--- src/hw/rtl/pps_pkg.sv ---
// ----------------------------------------------------------------------------
// pps_pkg
// Shared types and constants of the periodic poll scheduler with backoff.
// ----------------------------------------------------------------------------
package pps_pkg;

   localparam int SLOTS_DEF   = 4;
   localparam int SLOT_LIMIT  = 4;      // slots that have a period register
   localparam int TIME_W      = 32;
   localparam int STREAK_W    = 8;
   localparam int PERIOD_W    = 16;
   localparam int UNIT_W      = 13;
   localparam int CAP_W       = 4;
   localparam int DELAY_W     = UNIT_W + CAP_W;
   localparam int WAKE_W      = 16;
   localparam int COUNT_W     = 3;
   localparam int MASK_W      = 4;
   localparam int SLOT_W      = 2;
   localparam int CSR_ADDR_W  = 3;
   localparam int CSR_DATA_W  = 16;
   localparam int REQ_DATA_W  = 40;
   localparam int RSP_DATA_W  = 32;

   localparam logic [STREAK_W-1:0] STREAK_MAX = 8'd200;
   localparam logic [STREAK_W-1:0] STREAK_CAP = 8'd10;

   localparam logic [COUNT_W-1:0]  SLOT_COUNT_RST = 3'd1;
   localparam logic [PERIOD_W-1:0] PERIOD_RST     = 16'd1000;
   localparam logic [UNIT_W-1:0]   BACKOFF_RST    = 13'd50;
   localparam logic [WAKE_W-1:0]   FALLBACK_RST   = 16'd1000;

   typedef enum logic [CSR_ADDR_W-1:0] {
      REG_SLOT_COUNT = 3'd0,
      REG_PERIOD0    = 3'd1,
      REG_PERIOD1    = 3'd2,
      REG_PERIOD2    = 3'd3,
      REG_PERIOD3    = 3'd4,
      REG_BACKOFF    = 3'd5,
      REG_FALLBACK   = 3'd6
   } csr_reg_type;

   typedef enum logic {
      OP_START = 1'b0,
      OP_SCAN  = 1'b1
   } op_type;

   typedef enum logic {
      KIND_POLL = 1'b0,
      KIND_WAKE = 1'b1
   } kind_type;

   typedef enum logic [2:0] {
      ST_IDLE = 3'b001,
      ST_SCAN = 3'b010,
      ST_WAKE = 3'b100
   } state_type;

   // Result of the update unit at the head of the ring
   typedef struct packed {
      logic [TIME_W-1:0]   due;
      logic [STREAK_W-1:0] streak;
      logic                polled;
      logic                ok;
      logic [WAKE_W-1:0]   best;
   } head_res_type;

endpackage

--- src/hw/rtl/pps_cell.sv ---
// ----------------------------------------------------------------------------
// pps_cell
// One slot of the state ring: due time and error streak, shifted on
// toward the head each scan step, loaded in parallel on a start.
// ----------------------------------------------------------------------------
module pps_cell (
   input  logic                          clock,
   input  logic                          reset,
   input  logic                          load_en,
   input  logic [pps_pkg::TIME_W-1:0]    load_due,
   input  logic                          shift_en,
   input  logic [pps_pkg::TIME_W-1:0]    chain_due,
   input  logic [pps_pkg::STREAK_W-1:0]  chain_streak,
   output logic [pps_pkg::TIME_W-1:0]    due,
   output logic [pps_pkg::STREAK_W-1:0]  streak
);
   import pps_pkg::*;

   logic [TIME_W-1:0]   due_ff, due_in;
   logic [STREAK_W-1:0] streak_ff, streak_in;

   always_comb begin
      due_in    = due_ff;
      streak_in = streak_ff;
      if (load_en) begin
         due_in    = load_due;
         streak_in = '0;
      end else if (shift_en) begin
         due_in    = chain_due;
         streak_in = chain_streak;
      end
   end

   always_ff @(posedge clock) begin
      if (reset) begin
         due_ff    <= '0;
         streak_ff <= '0;
      end else begin
         due_ff    <= due_in;
         streak_ff <= streak_in;
      end
   end

   assign due    = due_ff;
   assign streak = streak_ff;

endmodule

--- src/hw/rtl/pps_head.sv ---
// ----------------------------------------------------------------------------
// pps_head
// Update unit at the head of the ring: due test, outcome, reschedule and
// running minimum of the wake distance.
// ----------------------------------------------------------------------------
module pps_head (
   input  logic [pps_pkg::TIME_W-1:0]   due_in,
   input  logic [pps_pkg::STREAK_W-1:0] streak_in,
   input  logic [pps_pkg::TIME_W-1:0]   now,
   input  logic                         active,
   input  logic                         ok,
   input  logic [pps_pkg::PERIOD_W-1:0] period,
   input  logic [pps_pkg::UNIT_W-1:0]   backoff,
   input  logic [pps_pkg::WAKE_W-1:0]   best_in,
   output pps_pkg::head_res_type        res
);
   import pps_pkg::*;

   logic [TIME_W-1:0]   diff_pre, diff_post;
   logic                is_due;
   logic [STREAK_W-1:0] streak_inc;
   logic [CAP_W-1:0]    cap;
   logic [DELAY_W-1:0]  delay;

   // wrap-aware: due when due - now is zero or negative
   assign diff_pre = due_in - now;
   assign is_due   = active && ((diff_pre == '0) || diff_pre[TIME_W-1]);

   always_comb begin
      streak_inc = (streak_in < STREAK_MAX) ? streak_in + 8'd1 : streak_in;
      cap        = (streak_inc > STREAK_CAP) ? CAP_W'(STREAK_CAP) : streak_inc[CAP_W-1:0];
      delay      = ok ? DELAY_W'(period) : DELAY_W'(DELAY_W'(backoff) * DELAY_W'(cap));

      res.polled = is_due;
      res.ok     = ok;
      if (is_due) begin
         res.due    = now + TIME_W'(delay);
         res.streak = ok ? '0 : streak_inc;
         diff_post  = TIME_W'(delay);
      end else begin
         res.due    = due_in;
         res.streak = streak_in;
         diff_post  = diff_pre;
      end

      res.best = best_in;
      if (active && (diff_post != '0) && !diff_post[TIME_W-1] &&
          (diff_post < TIME_W'(best_in))) begin
         res.best = diff_post[WAKE_W-1:0];
      end
   end

endmodule

--- src/hw/rtl/periodic_poll_scheduler_with_backoff_top.sv ---
// ----------------------------------------------------------------------------
// periodic_poll_scheduler_with_backoff_top
// Poll scheduler: per-slot due times and error streaks in a ring of cells,
// one update unit at the head, poll reports and a wake delay per scan.
// ----------------------------------------------------------------------------
//   channel | dir | handshake          | contents
//   req_    | in  | tvalid/tready      | tuser operation, tdata now, read_ok_mask
//   rsp_    | out | tvalid/tready      | tuser kind, tdata report fields, tlast
//   csr_    | in  | we (no handshake)  | addr register index, wdata value
//
// A start transaction loads the due times in parallel. After a scan is accepted, the
// ring rotates once per cycle, while the result side is free, through the single
// head update unit; then the wake delay is issued into the result register and the
// next request can be accepted.
// Reset is synchronous; it clears due times, streaks and the registers to
// their defaults. A stalled result holds the ring until the output register
// frees up. The next request is taken while the last result still waits.
// ----------------------------------------------------------------------------
module periodic_poll_scheduler_with_backoff_top #(
   parameter int SLOTS = pps_pkg::SLOTS_DEF
) (
   input  logic                              clock,
   input  logic                              reset,
   input  logic                              req_tvalid,
   output logic                              req_tready,
   // [31:0] now, [35:32] read_ok_mask, [39:36] zero
   input  logic [pps_pkg::REQ_DATA_W-1:0]    req_tdata,
   // [0] operation
   input  logic                              req_tuser,
   output logic                              rsp_tvalid,
   input  logic                              rsp_tready,
   // [1:0] slot, [2] read_ok, [10:3] streak, [26:11] wake_delay, [31:27] zero
   output logic [pps_pkg::RSP_DATA_W-1:0]    rsp_tdata,
   // [0] kind
   output logic                              rsp_tuser,
   output logic                              rsp_tlast,
   input  logic                              csr_we,
   input  logic [pps_pkg::CSR_ADDR_W-1:0]    csr_addr,
   input  logic [pps_pkg::CSR_DATA_W-1:0]    csr_wdata
);
   import pps_pkg::*;

   localparam int CNT_W = $clog2(SLOTS + 1);
   localparam int LIM   = (SLOTS < SLOT_LIMIT) ? SLOTS : SLOT_LIMIT;

   // configuration
   logic [COUNT_W-1:0]  slot_count_ff, slot_count_in;
   logic [PERIOD_W-1:0] period_ff [SLOT_LIMIT];
   logic [PERIOD_W-1:0] period_in [SLOT_LIMIT];
   logic [UNIT_W-1:0]   backoff_ff, backoff_in;
   logic [WAKE_W-1:0]   fallback_ff, fallback_in;

   // sequencer
   state_type           state_ff, state_in;
   logic [CNT_W-1:0]    step_ff, step_in;
   logic [TIME_W-1:0]   now_ff, now_in;
   logic [MASK_W-1:0]   mask_ff, mask_in;
   logic [WAKE_W-1:0]   best_ff, best_in;

   // result register
   logic                rsp_valid_ff, rsp_valid_in;
   kind_type            rsp_kind_ff, rsp_kind_in;
   logic [SLOT_W-1:0]   rsp_slot_ff, rsp_slot_in;
   logic                rsp_ok_ff, rsp_ok_in;
   logic [STREAK_W-1:0] rsp_streak_ff, rsp_streak_in;
   logic [WAKE_W-1:0]   rsp_wake_ff, rsp_wake_in;

   logic                req_accept, out_free, shift_en, start_load;
   logic [COUNT_W-1:0]  n_active;
   logic [4:0]          step_wide;
   logic [SLOT_W-1:0]   step_slot;
   logic                head_active;
   head_res_type        head_res;

   logic [TIME_W-1:0]   cell_due    [SLOTS];
   logic [STREAK_W-1:0] cell_streak [SLOTS];

   assign req_tready = (state_ff == ST_IDLE);
   assign req_accept = req_tvalid && req_tready;
   assign out_free   = !rsp_valid_ff || rsp_tready;
   assign shift_en   = (state_ff == ST_SCAN) && out_free;
   assign start_load = req_accept && (op_type'(req_tuser) == OP_START);

   assign n_active    = (slot_count_ff > COUNT_W'(LIM)) ? COUNT_W'(LIM) : slot_count_ff;
   assign step_wide   = 5'(step_ff);
   assign step_slot   = step_wide[SLOT_W-1:0];
   assign head_active = step_wide < 5'(n_active);

   // ---- configuration registers ----
   always_comb begin
      slot_count_in = slot_count_ff;
      period_in     = period_ff;
      backoff_in    = backoff_ff;
      fallback_in   = fallback_ff;
      if (csr_we) begin
         case (csr_reg_type'(csr_addr))
            REG_SLOT_COUNT: slot_count_in = csr_wdata[COUNT_W-1:0];
            REG_PERIOD0:    period_in[0]  = csr_wdata;
            REG_PERIOD1:    period_in[1]  = csr_wdata;
            REG_PERIOD2:    period_in[2]  = csr_wdata;
            REG_PERIOD3:    period_in[3]  = csr_wdata;
            REG_BACKOFF:    backoff_in    = csr_wdata[UNIT_W-1:0];
            REG_FALLBACK:   fallback_in   = csr_wdata;
            default: ;
         endcase
      end
   end

   always_ff @(posedge clock) begin
      if (reset) begin
         slot_count_ff <= SLOT_COUNT_RST;
         for (int i = 0; i < SLOT_LIMIT; i++) period_ff[i] <= PERIOD_RST;
         backoff_ff    <= BACKOFF_RST;
         fallback_ff   <= FALLBACK_RST;
      end else begin
         slot_count_ff <= slot_count_in;
         period_ff     <= period_in;
         backoff_ff    <= backoff_in;
         fallback_ff   <= fallback_in;
      end
   end

   // ---- ring of slot cells, head is cell 0 ----
   for (genvar k = 0; k < SLOTS; k++) begin : g_cell
      logic [TIME_W-1:0]   nxt_due;
      logic [STREAK_W-1:0] nxt_streak;
      if (k == SLOTS - 1) begin : g_tail
         assign nxt_due    = head_res.due;
         assign nxt_streak = head_res.streak;
      end else begin : g_mid
         assign nxt_due    = cell_due[k+1];
         assign nxt_streak = cell_streak[k+1];
      end
      pps_cell u_cell (
         .clock        (clock),
         .reset        (reset),
         .load_en      (start_load),
         .load_due     (req_tdata[TIME_W-1:0]),
         .shift_en     (shift_en),
         .chain_due    (nxt_due),
         .chain_streak (nxt_streak),
         .due          (cell_due[k]),
         .streak       (cell_streak[k])
      );
   end

   pps_head u_head (
      .due_in    (cell_due[0]),
      .streak_in (cell_streak[0]),
      .now       (now_ff),
      .active    (head_active),
      .ok        (mask_ff[step_slot]),
      .period    (period_ff[step_slot]),
      .backoff   (backoff_ff),
      .best_in   (best_ff),
      .res       (head_res)
   );

   // ---- sequencer and result register ----
   always_comb begin
      state_in      = state_ff;
      step_in       = step_ff;
      now_in        = now_ff;
      mask_in       = mask_ff;
      best_in       = best_ff;
      rsp_valid_in  = rsp_valid_ff && !rsp_tready;
      rsp_kind_in   = rsp_kind_ff;
      rsp_slot_in   = rsp_slot_ff;
      rsp_ok_in     = rsp_ok_ff;
      rsp_streak_in = rsp_streak_ff;
      rsp_wake_in   = rsp_wake_ff;

      case (state_ff)
         ST_IDLE: begin
            if (req_accept && (op_type'(req_tuser) == OP_SCAN)) begin
               now_in   = req_tdata[TIME_W-1:0];
               mask_in  = req_tdata[TIME_W +: MASK_W];
               best_in  = fallback_ff;
               step_in  = '0;
               state_in = ST_SCAN;
            end
         end
         ST_SCAN: begin
            if (shift_en) begin
               best_in = head_res.best;
               step_in = step_ff + CNT_W'(1);
               if (head_res.polled) begin
                  rsp_valid_in  = 1'b1;
                  rsp_kind_in   = KIND_POLL;
                  rsp_slot_in   = step_slot;
                  rsp_ok_in     = head_res.ok;
                  rsp_streak_in = head_res.streak;
                  rsp_wake_in   = '0;
               end
               if (step_ff == CNT_W'(SLOTS - 1)) state_in = ST_WAKE;
            end
         end
         ST_WAKE: begin
            if (out_free) begin
               rsp_valid_in  = 1'b1;
               rsp_kind_in   = KIND_WAKE;
               rsp_slot_in   = '0;
               rsp_ok_in     = 1'b0;
               rsp_streak_in = '0;
               rsp_wake_in   = (best_ff == '0) ? WAKE_W'(1) : best_ff;
               state_in      = ST_IDLE;
            end
         end
         default: state_in = ST_IDLE;
      endcase
   end

   always_ff @(posedge clock) begin
      if (reset) begin
         state_ff     <= ST_IDLE;
         step_ff      <= '0;
         rsp_valid_ff <= 1'b0;
      end else begin
         state_ff     <= state_in;
         step_ff      <= step_in;
         rsp_valid_ff <= rsp_valid_in;
      end
   end

   always_ff @(posedge clock) begin
      now_ff        <= now_in;
      mask_ff       <= mask_in;
      best_ff       <= best_in;
      rsp_kind_ff   <= rsp_kind_in;
      rsp_slot_ff   <= rsp_slot_in;
      rsp_ok_ff     <= rsp_ok_in;
      rsp_streak_ff <= rsp_streak_in;
      rsp_wake_ff   <= rsp_wake_in;
   end

   assign rsp_tvalid = rsp_valid_ff;
   assign rsp_tuser  = rsp_kind_ff;
   assign rsp_tlast  = (rsp_kind_ff == KIND_WAKE);
   assign rsp_tdata  = {5'b0, rsp_wake_ff, rsp_streak_ff, rsp_ok_ff, rsp_slot_ff};

endmodule

--- config.mk ---
export PLATFORM = sky130hd
export DESIGN_NAME = periodic_poll_scheduler_with_backoff_top
export DESIGN_NICKNAME = d
export VERILOG_FILES = /design/src/hw/rtl/pps_pkg.sv /design/src/hw/rtl/pps_cell.sv /design/src/hw/rtl/pps_head.sv /design/src/hw/rtl/periodic_poll_scheduler_with_backoff_top.sv
export SDC_FILE = /design/constraint.sdc
export NUM_CORES = 1
export LEC_CHECK = 0
export BUFFER_PORTS_ARGS = -buffer_cell sky130_fd_sc_hd__buf_4
export CAP_MARGIN = 20
export CORE_MARGIN = 2
export CORE_UTILIZATION = 34
export DETAILED_ROUTE_END_ITERATION = 10
export GPL_TIMING_DRIVEN = 0
export SLEW_MARGIN = 30
export SYNTH_ARGS = -nofsm -noshare
export SYNTH_HDL_FRONTEND = slang
export SYNTH_SLANG_ARGS = --single-unit
--- constraint.sdc ---
create_clock -name clock -period 12.3 [get_ports clock]
set_input_delay 0.615 -clock clock [delete_from_list [all_inputs] [get_ports clock]]
set_output_delay 0.615 -clock clock [all_outputs]
set_load 0.005 [all_outputs]
==> results of run 1 <==
-- cell families after synthesis --
logic type / Yosys count / share of synthesized area
mux: 67 / 0.04655
flops: 343 / 0.3962
fa+ha+maj: 113 / 0.08237
buf+inv: 257 / 0.05354
other cells: 1 / 0.0001938
simple gates: 922 / 0.2146
xor+xnor: 55 / 0.02489
compound gates: 576 / 0.1816
-- final cells by class --
| type | instances | area, µm² | area share |
|---|---|---|---|
| Buffer | 143 | 609.3 | 0.02714 |
| Clock inverter | 16 | 183.9 | 0.008191 |
| Clock buffer | 58 | 1170 | 0.05210 |
| Inverter | 114 | 427.9 | 0.01906 |
| Sequential cell | 343 | 7667 | 0.3415 |
| Timing Repair Buffer | 95 | 749.5 | 0.03338 |
| Multi-Input combinational cell | 1738 | 10700 | 0.4765 |
| Tap cell | 756 | 945.9 | 0.04213 |
-- per-layer routing --
metal | global-route usage | up-vias | wire length [µm]
met4 | 0.07885 | 0 | 2317
met3 | 0.03671 | 139 | 4541
li1 | - | 8543 | -
met2 | 0.3678 | 742 | 31300
met1 | 0.2847 | 8649 | 28260
met5 | 0 | - | 0
-- through the flow --
step           hold slack [ps]  setup WS (ps)    util  area [µm²]
3_5_place_dp             443.0           3603  0.3747       21090
6_report                 208.7           3813  0.3990       22450
3_3_place_gp             439.2           2485  0.3731       21000
4_1_cts                  187.9           3550  0.3987       22440
2_1_floorplan            428.7           4572       -       19370
5_1_grt                  184.2           3286  0.3990       22450
-- synth_stat cells (13+ instances only) --
| cell | number | area (µm²) |
|---|---|---|
| nand4_1 | 20 | 125.1 |
| nand3_1 | 72 | 360.4 |
| nand2_1 | 543 | 2038 |
| a211oi_1 | 17 | 127.6 |
| nor3_1 | 29 | 145.1 |
| inv_1 | 114 | 427.9 |
| mux4_2 | 16 | 360.4 |
| and4_1 | 16 | 140.1 |
| xnor2_1 | 36 | 315.3 |
| and2_1 | 29 | 181.4 |
| mux2i_1 | 27 | 270.3 |
| o21ai_0 | 88 | 440.4 |
| dfxtp_1 | 263 | 5265 |
| and3_1 | 43 | 269.0 |
| nor2b_1 | 13 | 81.33 |
| nor2_1 | 100 | 375.4 |
| a31oi_1 | 128 | 800.8 |
| fa_1 | 24 | 480.5 |
| clkbuf_1 | 123 | 461.7 |
| mux2_2 | 24 | 270.3 |
| a21oi_1 | 198 | 991.0 |
| a21o_1 | 24 | 180.2 |
| ha_1 | 89 | 1114 |
| o21a_1 | 13 | 97.59 |
| edfxtp_1 | 80 | 2402 |
| xor2_1 | 19 | 166.4 |
-- sequential cells by signal, summed over array words and instances, names as in the netlist, 3 cells and up --
| register | count |
|---|---|
| g_cell.u_cell.due | 128 |
| step_ff | 3 |
| state_ff | 3 |
| rsp_wake_ff | 16 |
| period_ff | 64 |
| fallback_ff | 16 |
| best_ff | 16 |
| g_cell.u_cell.streak | 32 |
| slot_count_ff | 3 |
| backoff_ff | 13 |
| rsp_streak_ff | 8 |
| mask_ff | 4 |
| now_ff | 32 |
-- how the worst min path moves through the flow --
| stage | slack, ps | cells past startpoint | from | end |
|---|---|---|---|---|
| after floorplan | 430 | 2 | g_cell[3].u_cell.streak[0] | g_cell[2].u_cell.streak[0] |
| after global placement | 440 | 2 | g_cell[3].u_cell.streak[5] | g_cell[2].u_cell.streak[5] |
| after detailed placement | 440 | 2 | g_cell[2].u_cell.streak[7] | g_cell[1].u_cell.streak[7] |
| after CTS | 190 | 1 | req_tdata[34] | mask_ff[2] |
| after global routing | 180 | 1 | req_tdata[34] | mask_ff[2] |
| final | 210 | 1 | req_tdata[34] | mask_ff[2] |
-- worst max-delay path, delay by kind of cell (launching register included) --
kind / cells / cell delay [ps]
compound gates: 13 / 3710
xor+xnor: 2 / 490
fa+ha+maj: 4 / 2020
buf+inv: 3 / 750
flops: 1 / 300
simple gates: 5 / 1070
-- power by group --
part           total [W]  leakage, nW  internal (W)  switching, W
Sequential       0.00123         2.83       0.00120     0.0000343
Clock            0.00120        0.654      0.000694      0.000506
Combinational   0.000422         5.24      0.000154      0.000269
==> PnR_summary.wiki, run 1 <==
{| class="wikitable"
! Metric !! Value
|-
| Die boundary height || 242.6 µm
|-
| H-Tree Depth || 2
|-
| Leading cell types in the layout, fill and taps excluded || nand2_1 (543), dfxtp_1 (263), a21oi_1 (198), clkbuf_1 (131), a31oi_1 (128)
|-
| Register-to-Register Setup Slack || 3810 ps
|-
| Initial antenna violation count || 0
|-
| Primary FF master, synth || dfxtp_1
|-
| Data arrival, critical path || 8920 ps
|-
| Die footprint || 0.05884 mm²
|-
| Average wire per cell in the routed design || 20.36 µm
|-
| Worst reg2reg startpoint || g_cell[0].u_cell.streak[4]
|-
| Count of placed standard cells in the final layout, fillers left out || 3263
|-
| Data required time at the worst endpoint || 12730 ps
|-
| Max Cap Violations || 0
|-
| Number of placed instances with taps included || 3189
|-
| Worst Tran Pin Value || 1064 ps
|-
| Clock slew at the register clock pins of the worst setup and hold paths || 60 ps
|-
| Type of the worst min-delay path || in2reg
|-
| Worst clock skew || 32.42 ps
|-
| Register-to-Register Path Depth || 27
|-
| Number of core rows || 87
|-
| Setup Fix Bufs, Post-CTS || 0
|-
| Sink count of the clock tree || 343
|-
| Number of synthesized flops with an enable pin || 80
|-
| Synthesized area || 0.01935 mm²
|-
| Setup violation total in the final timing report || 0
|-
| Critical Path Start Type || flip-flop
|-
| Area growth from synthesis to final layout || 16.03%
|-
| Share of synthesized flip-flops with an asynchronous set or reset || 0
|-
| Result of the run || complete, no violations
|-
| P_leak || 8.730 nW
|-
| Clock tree from TritonCTS || done
|-
| Number of design rule violations left after detail routing || 0
|-
| Final total power || 0.002856 W
|-
| Fmax || 117.8 MHz
|-
| Critical Path Slowest Stage Cell || o311ai_2
|-
| Top cell by count, worst path || a21oi_1
|-
| DR pass1 iterations || 6
|-
| Floorplan die width || 242.6 µm
|-
| Post-cts gate resize count || 0
|-
| Sum of negative setup slack || 0 ps
|-
| Number of nets in the final layout || 2653
|-
| Final critical path time including I/O delays and setup || 8487 ps
|-
| Launching element of the worst setup path || g_cell[0].u_cell.streak[4]
|-
| Worst setup path endpoint || g_cell[3].u_cell.due[26]
|-
| Max clock buf depth || 3
|-
| Number of unique standard cell types used by synthesis || 79
|-
| Number of pins exceeding their max-slew limit in the final report || 0
|-
| Number of standard cells after synthesis || 2334
|-
| 1st-iter DRT viols || 1679
|-
| Total inserted antenna cells || 0
|-
| RSZ-0062 raised after global routing || false
|-
| FF-to-FF End || g_cell[3].u_cell.due[26]
|-
| Total Routing Usage GR || 0.2194
|-
| Setup Crit Path Kind || reg2reg
|-
| Vias || 18073
|-
| Final number of hold-violating endpoints || 0
|-
| Number of top-level design ports || 101
|-
| TritonCTS buffer count || 40
|-
| Peak VDD IR || 0.00008511 V
|-
| Number of vias per cell after detailed routing || 5.539
|-
| Number of global-route vias before repair || 17628
|-
| Tcrit/Tclk final || 0.6900
|-
| Critical path capture point type || flip-flop
|-
| Count of antenna-violating nets left after detailed routing || 0
|-
| Flop and latch count out of synthesis || 343
|-
| Total of hold buffers inserted after clock tree synthesis || 0
|-
| Sequential area share after synthesis || 0.3962
|-
| Clock network latency to the later pin of the worst-skew pair || 580 ps
|-
| Initial core utilization || 0.3438
|-
| Total Wirelength || 66420 µm
|-
| Residual overflow from global routing || 0
|-
| Core ar. || 0.05628 mm²
|-
| Wire length of the first global-routing pass || 101100 µm
|-
| Worst-path maximum fanout || 10
|-
| Weighted congestion at the end of routability-driven global placement || 0.9330
|-
| Pin count of the biggest net entering global routing || 30
|-
| Clock root buffer || clkbuf_16
|-
| Most frequent standard cell in the layout excluding fill and tap cells || nand2_1
|-
| Post-detail-place hpwl || 51140 µm
|-
| Synthesized area divided by synthesized cell count || 8.291 µm²
|-
| Longest individual stage delay on the worst path || 660 ps
|-
| Number of fill cells || 5701
|-
| Total power divided by cell area || 127.2 mW/mm²
|-
| Relative max-transition margin || 0.2881
|-
| Fraction of layout cells with a size suffix above 1 || 0.09493
|-
| Number of warnings issued by yosys || 0
|-
| Port Buf Inserts || 91
|}
(Power assumes the default switching activity.)
==> run 2, diff against run 1 <==
==> constraint.sdc (replaced) <==
create_clock -name clock -period 6.95 [get_ports clock]
set_input_delay 0.3475 -clock clock [delete_from_list [all_inputs] [get_ports clock]]
set_output_delay 0.3475 -clock clock [all_outputs]
set_load 0.005 [all_outputs]
==> PnR_summary.wiki, run 2 (synthesis results as in run 1) <==
{| class="wikitable"
! Metric !! Value
|-
| Worst-case hold slack || 15.48 ps (-193.2 ps)
|-
| Weighted congestion at the end of routability-driven global placement || 0.9285 (-0.48%)
|-
| Residual overflow from global routing || 0 (unchanged)
|-
| Area growth from synthesis to final layout || 19.88%
|-
| Critical Path Slowest Stage Cell || fa_1
|-
| Relative max-transition margin || 0.3237 (+0.03567)
|-
| Peak VDD IR || 0.0001415 V (+66%)
|-
| Worst clock skew || 33.04 ps (+0.6207 ps)
|-
| 1st-iter DRT viols || 1611 (-4.1%)
|-
| Worst Tran Pin Value || 1007 ps (-57.31 ps)
|-
| Buffers & Inverters on Critical Path || 7 (+4)
|-
| Fraction of layout cells with a size suffix above 1 || 0.1181 (+0.02317)
|-
| Clock slew at the register clock pins of the worst setup and hold paths || 60 ps (about the same)
|-
| Worst-path maximum fanout || 10 (unchanged)
|-
| Average wire per cell in the routed design || 20.46 µm (+0.52%)
|-
| Initial core utilization || 0.3438 (unchanged)
|-
| Fmax || 146.0 MHz (+24%)
|-
| Core ar. || 0.05628 mm² (unchanged)
|-
| Pin count of the biggest net entering global routing || 30 (unchanged)
|-
| Initial antenna violation count || 0 (unchanged)
|-
| Data arrival, critical path || 7120 ps (-1800 ps)
|-
| Setup Crit Path Kind || reg2reg
|-
| Sink count of the clock tree || 343 (unchanged)
|-
| H-Tree Depth || 2 (unchanged)
|-
| Die footprint || 0.05884 mm² (unchanged)
|-
| Setup violation total in the final timing report || 0 (unchanged)
|-
| Clock root buffer || clkbuf_16
|-
| Number of global-route vias before repair || 17925 (+1.7%)
|-
| Peak-usage layer in the global routing report || met2
|-
| Critical Path Start Type || flip-flop
|-
| Data required time at the worst endpoint || 7230 ps (-5500 ps)
|-
| Clock network latency to the later pin of the worst-skew pair || 590 ps (about the same)
|-
| Final total power || 0.005038 W (+76%)
|-
| Floorplan die width || 242.6 µm (unchanged)
|-
| TritonCTS buffer count || 40 (unchanged)
|-
| Number of nets in the final layout || 2703 (+1.9%)
|-
| Clock tree from TritonCTS || done
|-
| DR pass1 iterations || 7 (+1)
|-
| Number of design rule violations left after detail routing || 0 (unchanged)
|-
| Cell class contributing the biggest share of worst-path delay || compound AO/OA/AOI/OAI gates
|-
| Number of pins exceeding their max-slew limit in the final report || 0 (unchanged)
|-
| Vias || 18377 (+1.7%)
|-
| Number of top-level design ports || 101 (unchanged)
|-
| Wire length of the first global-routing pass || 102700 µm (+1.5%)
|-
| Max Cap Violations || 0 (unchanged)
|-
| Leading cell types in the layout, fill and taps excluded || nand2_1 (542), dfxtp_1 (260), a21oi_1 (191), a31oi_1 (126), clkbuf_1 (121)
|-
| Met2 Use GR || 0.3713 (+0.003540)
|-
| Longest individual stage delay on the worst path || 530 ps (-130 ps)
|-
| Tcrit/Tclk final || 0.9853 (+0.2952)
|-
| Met3 usage || 0.03527 (-0.001437)
|-
| Type of the worst min-delay path || in2reg
|-
| Result of the run || complete, no violations
|-
| Post-detail-place hpwl || 51200 µm (+0.13%)
|-
| Port Buf Inserts || 91 (unchanged)
|-
| Max clock buf depth || 3 (unchanged)
|-
| Number of core rows || 87 (unchanged)
|-
| Met1 layer usage reported by global route || 0.2913 (+0.006611)
|-
| Total Wirelength || 67810 µm (+2.1%)
|-
| Top cell by count, worst path || a21oi_2
|-
| Total power divided by cell area || 217.1 mW/mm² (+71%)
|-
| Final number of hold-violating endpoints || 0 (unchanged)
|-
| Critical path capture point type || flip-flop
|-
| Die boundary height || 242.6 µm (unchanged)
|-
| Final critical path time including I/O delays and setup || 6848 ps (-1640 ps)
|-
| P_leak || 9.039 nW (+3.5%)
|-
| Number of vias per cell after detailed routing || 5.545 (+0.12%)
|-
| Count of antenna-violating nets left after detailed routing || 0 (unchanged)
|-
| Number of flip-flops in the largest register || 128 (unchanged)
|-
| Most frequent standard cell in the layout excluding fill and tap cells || nand2_1
|-
| Total Routing Usage GR || 0.2227 (+0.003278)
|}
[run 2: changes by cell type in the layout (fill, tap and decap cells not counted), sizes merged]
cell         previous run  this run
dlygate4sd3             0        35
buf                   115       137
clkbuf                181       176
clkinvlp                3         0
inv                   116       119
bufinv                  1         0
clkinv                 10         9
diode                   0         1
[run 2: final timing paths]
check	startpoint	end	slack, ps	depth (start not counted)
setup / recovery	g_cell[0].u_cell.streak[3]	best_ff[12]	100	31
hold / removal	req_tdata[3]	now_ff[3]	20	1
setup reg to reg	g_cell[0].u_cell.streak[3]	best_ff[12]	100	31
hold reg to reg	period_ff[29]	period_ff[29]	450	2
[run 2: layout make-up]
cell class / instances / area, µm²
clock buffers: 60 / 1167
clock inverters: 14 / 111.4
multi-input cells: 1738 / 10970
flip-flops and latches: 343 / 7676
well taps: 756 / 945.9
inverters: 114 / 427.9
diodes: 1 / 2.502
plain buffers: 137 / 613.1
repair buffers: 151 / 1285
fillers: 5575 / 33080
[run 2: what timing repair did]
| item | in CTS | in global routing |
|---|---|---|
| setup buffers | 5 | 14 |
| hold buffers | 34 | 1 |
| gates resized for setup | 30 | 53 |
| gates cloned | 0 | 3 |
| setup endpoints to repair | 38 | 35 |
| endpoints found under the hold margin | 34 | 1 |
| pin swaps | 4 | 19 |
[run 2: per-layer routing]
layer	wire [µm]	part of all wire
met2	31970	0.47
met1	29010	0.43
met4	2508	0.037
met5	0	0
met3	4322	0.064
[run 2: power breakdown]
group	total, W	leakage (nW)	internal, W	switching, W
sequential	0.00218	2.84	0.00212	0.0000618
combinational	0.000785	5.56	0.000293	0.000492
clock	0.00207	0.635	0.00118	0.000891
total	0.00504	9.04	0.00359	0.00144
[run 2: per-stage QoR]
step	instance area, µm²	utilization	setup TNS, ps	std cells	setup WS, ps
4_1_cts	22820	0.4055	0	3298	2.650
3_3_place_gp	21020	0.3734	-42140	3185	-1376
6_report	23200	0.4122	0	3314	102.3
5_1_grt	23200	0.4122	-2652	3313	-145.8
2_1_floorplan	19390	-	0	2338	177.7
3_5_place_dp	21090	0.3747	-43900	3188	-1424
